### src/mf3_pkg.sv
`default_nettype none
// ----------------------------------------------------------------------------
// mf3_pkg
// Shared widths, register codes and types of the 3x3 median filter.
// ----------------------------------------------------------------------------
package mf3_pkg;

	// Field widths fixed by the interface.
	localparam int PIXEL_W   = 8;
	localparam int ROW_W     = 16;
	localparam int OUT_COL_W = 10;
	localparam int IWIDTH_W  = 11;
	localparam int CFG_W     = 16;
	localparam int IDX_W     = 2;

	// Configuration register indexes.
	localparam logic [IDX_W-1:0] REG_IMAGE_WIDTH  = 2'd0;
	localparam logic [IDX_W-1:0] REG_IMAGE_HEIGHT = 2'd1;

	// Register values after reset.
	localparam logic [IWIDTH_W-1:0] IMAGE_WIDTH_RESET  = 11'd1024;
	localparam logic [ROW_W-1:0]    IMAGE_HEIGHT_RESET = 16'd768;

	// Smallest usable frame dimension.
	localparam int MIN_DIM = 3;

	// Nine window pixels: 0..2 top row, 3..5 middle, 6..8 bottom; left to right.
	typedef logic [8:0][PIXEL_W-1:0] pixel_win_t;

	// Result description carried alongside the window.
	typedef struct packed {
		logic                 emit;
		logic                 last;
		logic [ROW_W-1:0]     row;
		logic [OUT_COL_W-1:0] col;
	} result_meta_t;

endpackage
`default_nettype wire

### src/mf3_median.sv
`default_nettype none
// ----------------------------------------------------------------------------
// mf3_median
// Median of nine pixels by a fixed network of nineteen compare-exchange cells.
// ----------------------------------------------------------------------------
module mf3_median
	import mf3_pkg::*;
(
	input  wire pixel_win_t         win,
	output logic [PIXEL_W-1:0]      med
);

	// Orders two entries so that the smaller one sits at index a.
	function automatic pixel_win_t cx(pixel_win_t v, logic [3:0] a, logic [3:0] b);
		pixel_win_t r;
		r = v;
		if (v[a] > v[b]) begin
			r[a] = v[b];
			r[b] = v[a];
		end
		return r;
	endfunction

	pixel_win_t p;

	// Partial sort that leaves the fifth smallest value at index four.
	always_comb begin
		p = win;
		p = cx(p, 4'd1, 4'd2);
		p = cx(p, 4'd4, 4'd5);
		p = cx(p, 4'd7, 4'd8);
		p = cx(p, 4'd0, 4'd1);
		p = cx(p, 4'd3, 4'd4);
		p = cx(p, 4'd6, 4'd7);
		p = cx(p, 4'd1, 4'd2);
		p = cx(p, 4'd4, 4'd5);
		p = cx(p, 4'd7, 4'd8);
		p = cx(p, 4'd0, 4'd3);
		p = cx(p, 4'd5, 4'd8);
		p = cx(p, 4'd4, 4'd7);
		p = cx(p, 4'd3, 4'd6);
		p = cx(p, 4'd1, 4'd4);
		p = cx(p, 4'd2, 4'd5);
		p = cx(p, 4'd4, 4'd7);
		p = cx(p, 4'd4, 4'd2);
		p = cx(p, 4'd6, 4'd4);
		p = cx(p, 4'd4, 4'd2);
	end

	assign med = p[4];

endmodule
`default_nettype wire

### config.mk
export PLATFORM = sky130hd
export DESIGN_NAME = mf3_median
export DESIGN_NICKNAME = d
export VERILOG_FILES = /design/src/mf3_pkg.sv /design/src/mf3_median.sv
export SDC_FILE = /design/constraint.sdc
export NUM_CORES = 1
export LEC_CHECK = 0
export BUFFER_PORTS_ARGS = -buffer_cell sky130_fd_sc_hd__buf_2
export CELL_PAD_IN_SITES_DETAIL_PLACEMENT = 1
export CELL_PAD_IN_SITES_GLOBAL_PLACEMENT = 1
export CORE_ASPECT_RATIO = 2
export CORE_MARGIN = 1
export CORE_UTILIZATION = 48
export DETAILED_ROUTE_END_ITERATION = 10
export PLACE_DENSITY_LB_ADDON = 0.1
export SYNTH_ARGS = -nofsm -noshare
export SYNTH_HDL_FRONTEND = slang
export SYNTH_SLANG_ARGS = --single-unit
### constraint.sdc
create_clock -name vclk -period 34
set_clock_uncertainty 0.1 [all_clocks]
set_input_delay 1.7 -clock vclk [all_inputs]
set_output_delay 1.7 -clock vclk [all_outputs]
set_load 0.01 [all_outputs]
==> reports/results.txt, run 1 <==
Slew HR: 0.235
Synth Area in Compound Gates: 0.310
fraction of final layout cells sized beyond drive strength 1: 0.128
fmax: 47.7 MHz
outcome: complete, no violations
kind of end point of the critical path: output pin
most used cell, CP: o21ai_0
final WL: 23.8 mm
chip height: 172 µm
first-pass GRT wire length: 37.4 mm
crit path DAT: 19,180 ps
main combinational cell family by area after synthesis: compound AO/OA/AOI/OAI gates
num sequential: 0
area leader, netlist: ha_1
Hold Crit Start: win[53]
Starting Density: 0.495
Hold WC Path Type: input pin to output pin
die width: 86.9 µm
cell area after synthesis: 6910 µm²
FF/Latch Area: 0 µm²
max cap viols: 0
final-report hold violation count: 0
xor-xnor portion of the synthesized cell area: 0.00253
syn_area_per_cell: 6.74 µm²
Area growth syn-to-layout: 7.78%
critical path class: input pin to output pin
Resize count post-CTS: 0
Tmin final: 20,980 ps
CP max-delay cell: a21oi_1
initial detailed-routing violation count: 170
Mapped Cells: 1,026
CP max stage delay: 900 ps
Fin Setup TNS: 0 ps
RSZ-0062 raised after global routing: false
post-route ant nets: 0
dominant cells by area after synthesis: ha_1 (27%), a21oi_1 (8.5%), mux2i_1 (7.7%)
Crit Path Max Fanout: 27
Total Nets Final: 1,298
worst hold path depth: 6
sequential area share after synthesis: 0
Critical Path Source Type: input pin
DIE AREA: 14,900 µm²
DR WL/cell: 18.8 µm
IO Count: 80
post-synthesis simple-gate area fraction: 0.228
total grt overflow: 0
Hold Buf Count CTS: 0
gr usage total: 0.318
Placed Instance Area: 7450 µm²
adder-cell share of the synthesized area: 0.266
Yosys top cell area share: 0.266
number of global-route vias before repair: 7,876
Critical Path RT: 32,200 ps
Design Area, Final: 7450 µm²
Ant. Diodes: 0
Final Cycle Share: 0.617
fin. max-slew vios: 0
DRT Pass-1 Iters: 4
GPL Wtd Cong: 0.993
number of library cell types mapped by synthesis: 67
largest net degree at the start of global routing: 33
Avg Vias per Cell: 6.20
Slew @ Worst Pin: 1150 ps
Core Area: 14,000 µm²
post-synthesis mux area share: 0.123
Post-CTS Setup Repair Bufs: 0
Synth warnings: 0
CLK BUF: 0
initial antenna violation count: 0
via count: 7,849
Final setup viols: 0
HPWL after detailed placement: 21.0 mm
row count: 61
Residual DRC: 0
Buffers on Ports: 80
hold worst-path end: med[5]
Mapped Nets: 1,245
per-layer routing:
layer  share of wire  global-route usage  routed length, µm  vias up
met5               0                   0                  0        -
met4           0.068               0.184               1620        0
met3           0.026              0.0211                608       69
met2            0.55               0.641              13000      155
met1            0.36               0.304               8510     3775
li1                -                   -                  -     3850
Yosys cell counts, drive strengths merged (17+ instances only):
| library cell | n |
|---|---|
| nand3 | 33 |
| a21oi | 119 |
| inv | 88 |
| o21ai | 105 |
| clkbuf | 27 |
| mux2 | 28 |
| ha | 147 |
| nand2b | 17 |
| nand2 | 95 |
| o21a | 33 |
| mux2i | 53 |
| a21o | 31 |
| nor2 | 97 |
worst max-delay path, delay by kind of cell:
family / cells / cell delay [ps]
and+or+nand+nor: 26 / 5320
adders and majority gates: 9 / 2510
muxes: 4 / 1690
buffers and inverters: 5 / 650
AOI/OAI and AO/OA: 37 / 7310
area by class of cell:
class	count	area [µm²]
Fill cell	1962	6520
Timing Repair Buffer	87	453
Tap cell	189	236
Multi-Input combinational cell	902	6430
Inverter	88	330
kinds of logic (layout without fill, tap and decap cells):
family	Yosys count	in the layout
adders and majority gates	147	147
buffers and inverters	124	175
muxes	81	81
and+or+nand+nor	329	329
AOI/OAI and AO/OA	343	343
xor gates and xnor gates	2	2
through the flow:
| stage | setup WS, ps | hold WS (ps) | cells | util |
|---|---|---|---|---|
| detailed placement | 13270 | 4140 | 1266 | 0.533 |
| CTS | 13240 | 4150 | 1266 | 0.533 |
| finish | 13020 | 4190 | 1266 | 0.533 |
| floorplan | 15530 | 3780 | 1026 | - |
| global placement | 13700 | 4180 | 1266 | 0.533 |
| global route | 11650 | 4250 | 1266 | 0.533 |
worst max path at each step:
| stage | start | endpoint | slack [ps] | cells after the start |
|---|---|---|---|---|
| CTS | win[65] | med[3] | 13240 | 81 |
| detailed placement | win[65] | med[3] | 13270 | 81 |
| global placement | win[65] | med[3] | 13700 | 79 |
| global route | win[71] | med[3] | 11650 | 86 |
| floorplan | win[71] | med[0] | 15530 | 87 |
| finish | win[65] | med[3] | 13020 | 81 |
placed cells by master (no fill, tap or decap), drive strengths merged, types with 5 or more instances in the layout:
master	count
nand4	14
a221oi	5
mux2	28
or2	7
a211oi	9
inv	88
nand3	33
o21ai	105
mux2i	53
nor2	97
o21a	33
nand2	95
a21oi	119
and2	5
nand2b	17
a21o	31
ha	147
and3	12
o21bai	5
a31oi	5
buf	87
nor3	13
or3	10
nor2b	15
Power of run 1 is not shown: default switching activity piles up to over one toggle a cycle in this logic, so the estimate is an artifact.
==> inputs of run 2 (changes only) <==
Settings changed: CORE_UTILIZATION 48 to 41.
Clock period 34 ns to 17 ns, I/O delays scaled along.
==> reports/results.txt, run 2 (synthesis gave the netlist of run 1 again) <==
outcome: complete, no violations
Final setup viols: 0
Residual DRC: 0
via count: 8,554
fmax: 60.3 MHz
Hold WC Path Type: input pin to output pin
DR WL/cell: 20.3 µm
metal2 WL: 15.7 mm
DRT Pass-1 Iters: 4
gr usage total: 0.306
chip height: 186 µm
met3 WL: 563 µm
Critical Path RT: 16,050 ps
commonest cells after routing, fill and taps aside: ha_1 (134), buf_4 (128), a21oi_1 (94)
Critical Path Source Type: input pin
Core Area: 16,400 µm²
row count: 66
Tmin final: 16,600 ps
critical path class: input pin to output pin
largest net degree at the start of global routing: 24
number of global-route vias before repair: 8,727
commonest non-fill, non-tap cell in the layout: ha_1
Final Cycle Share: 0.976
crit path DAT: 15,650 ps
FF/Latch Area: 0 µm²
initial detailed-routing violation count: 223
initial antenna violation count: 0
Layout fillers: 2,183
Slew @ Worst Pin: 853 ps
CP max stage delay: 590 ps
total grt overflow: 0
final WL: 28.8 mm
multi-input combinational cell area: 7070 µm²
Crit Path Max Fanout: 8
CP max-delay cell: or4_4
IO Count: 80
GPL Wtd Cong: 1.01
num sequential: 0
fraction of final layout cells sized beyond drive strength 1: 0.313
Hold Buf Count CTS: 0
fin. max-slew vios: 0
Buffers on Ports: 80
met1 WL: 9.95 mm
max cap viols: 0
die width: 93.8 µm
final-report hold violation count: 0
Avg Vias per Cell: 6.04
Starting Density: 0.423
Slew HR: 0.425
DIE AREA: 17,400 µm²
Area growth syn-to-layout: 32.4%
first-pass GRT wire length: 41.9 mm
HPWL after detailed placement: 23.2 mm
Total Nets Final: 1,433
CLK BUF: 0
kind of end point of the critical path: output pin
post-route ant nets: 0
Top Layer Used: met4
Ant. Diodes: 0
Finished Core Util: 0.560
==> run 2: cell types whose count changed in the layout (fill, tap and decap cells not counted), sizes merged <==
cell / previous run / this run
buf: 87 / 219
nor2: 97 / 98
o211ai: 3 / 4
o21a: 33 / 34
==> run 2: area by class of cell <==
type / count / area share
Multi-Input combinational cell: 905 / 0.773
Timing Repair Buffer: 219 / 0.163
Inverter: 88 / 0.0361
Tap cell: 204 / 0.0279
==> run 2: layer usage <==
layer,vias to the layer above,track usage
met5,-,0
met4,0,0.220
met3,115,0.0135
met2,202,0.622
met1,4122,0.275
li1,4115,-
==> run 2: metrics by stage <==
step                      worst slack, ps  setup TNS (ps)  hold slack, ps  instance area (µm²)  cells
final                                 403               0            2490                 9150   1416
after global routing                 -301           -1750            2550                 9150   1416
after CTS                            4.27               0            2500                 8240   1375
after detailed placement             -687           -4610            2500                 8030   1356
after global placement               -281           -1290            2460                 8030   1356
after floorplan                       227               0            2080                 6910   1026
==> run 2: worst paths after layout <==
path	from	end	slack, ps	depth (start not counted)
setup / recovery	win[44]	med[5]	400	85
hold / removal	win[50]	med[2]	2490	6
==> run 2: timing repair <==
action	in CTS	in global routing
setup buffers	18	39
gates cloned	1	2
pin swaps	2	41
endpoints found under the setup margin	8	8
gates resized for setup	27	129
==> run 2: worst max-delay path, delay by kind of cell <==
family          cells  cell delay [ps]
compound gates     31             4360
fa+ha+maj           9             2650
mux                 1              340
simple gates       34             6230
buf+inv            10             1190
Power of run 2 is left out for the same reason.
==> inputs of run 3 (changes only) <==
==> constraint.sdc (replaced) <==
create_clock -name vclk -period 17
set_clock_uncertainty 0.1 [all_clocks]
set_input_delay 0.85 -clock vclk [all_inputs]
set_output_delay 0.85 -clock vclk [all_outputs]
set_load 0.1 [all_outputs]
==> reports/results.txt, run 3 (synthesis gave the netlist of run 1 again) <==
outcome: complete, no violations
commonest non-fill, non-tap cell in the layout: ha_1
DR WL/cell: 20.1 µm
Starting Density: 0.423
largest net degree at the start of global routing: 33
Hold WS: 2600 ps
DIE AREA: 17,400 µm²
commonest cells after routing, fill and taps aside: ha_1 (136), buf_4 (96), a21oi_1 (95)
gr usage total: 0.298
Hold WC Path Type: input pin to output pin
worst hold path depth: 6
Core Area: 16,400 µm²
total grt overflow: 0
Design Area, Final: 8970 µm²
Critical Path Source Type: input pin
final WL: 27.7 mm
kind of end point of the critical path: output pin
fin. max-slew vios: 0
Residual DRC: 0
Area growth syn-to-layout: 29.8%
CP max-delay cell: or4_4
fmax: 60.2 MHz
Final WS setup: 398 ps
Tmin final: 16,600 ps
initial antenna violation count: 0
Ant. Diodes: 0
row count: 66
dpl cells: 1,341
final-report hold violation count: 0
number of global-route vias before repair: 8,527
CP max stage delay: 570 ps
die width: 93.8 µm
CLK BUF: 0
Crit Path Max Fanout: 13
IO Count: 80
via count: 8,373
HPWL after detailed placement: 22.5 mm
num sequential: 0
Slew @ Worst Pin: 966 ps
max cap viols: 0
Total Nets Final: 1,396
FF/Latch Area: 0 µm²
GPL Wtd Cong: 1.01
crit path DAT: 15,650 ps
worst slack, placed: -687 ps
Critical Path RT: 16,050 ps
Avg Vias per Cell: 6.07
Final Cycle Share: 0.977
Final setup viols: 0
DRT Pass-1 Iters: 4
Buffers on Ports: 80
first-pass GRT wire length: 40.6 mm
post-route ant nets: 0
Placed Instance Area: 8110 µm²
Slew HR: 0.349
Hold Buf Count CTS: 0
fin cells: 1,379
critical path class: input pin to output pin
initial detailed-routing violation count: 226
most used cell, CP: o21ai_1
fraction of final layout cells sized beyond drive strength 1: 0.285
chip height: 186 µm
==> run 3: layout make-up <==
class	count	area, µm²
Fill cell	2145	7380
Multi-Input combinational cell	904	7030
Timing Repair Buffer	183	1360
Inverter	88	330
Tap cell	204	255
==> run 3: timing repair <==
item                       4_1_cts  5_1_grt
pin swaps                        5       47
setup buffers                    9       26
gates cloned                     2        1
setup endpoints to repair        8        8
resized for setup               27      107
==> run 3: metal layers <==
| metal | track usage | wire length [µm] | part of all wire |
|---|---|---|---|
| met2 | 0.588 | 14800 | 0.53 |
| met1 | 0.273 | 9720 | 0.35 |
| met4 | 0.221 | 2510 | 0.091 |
| met3 | 0.0245 | 705 | 0.025 |
| met5 | 0 | 0 | 0 |
==> run 3: worst paths after layout <==
kind,start,end
setup / recovery,win[47],med[7]
hold / removal,win[50],med[2]
==> run 3: critical path: cells and delay by family <==
kind	cells	cell delay, ps
AOI/OAI and AO/OA	33	4700
muxes	3	790
and+or+nand+nor	32	5180
adders and majority gates	9	2600
buffers and inverters	12	1480
==> run 3: through the flow <==
| stage | util | TNS (ps) |
|---|---|---|
| finish | 0.549 | 0 |
| global route | 0.549 | -2630 |
| CTS | 0.506 | 0 |
| detailed placement | 0.496 | -4270 |
| global placement | 0.496 | -963 |
| floorplan | - | 0 |
Power of run 3 is left out for the same reason.
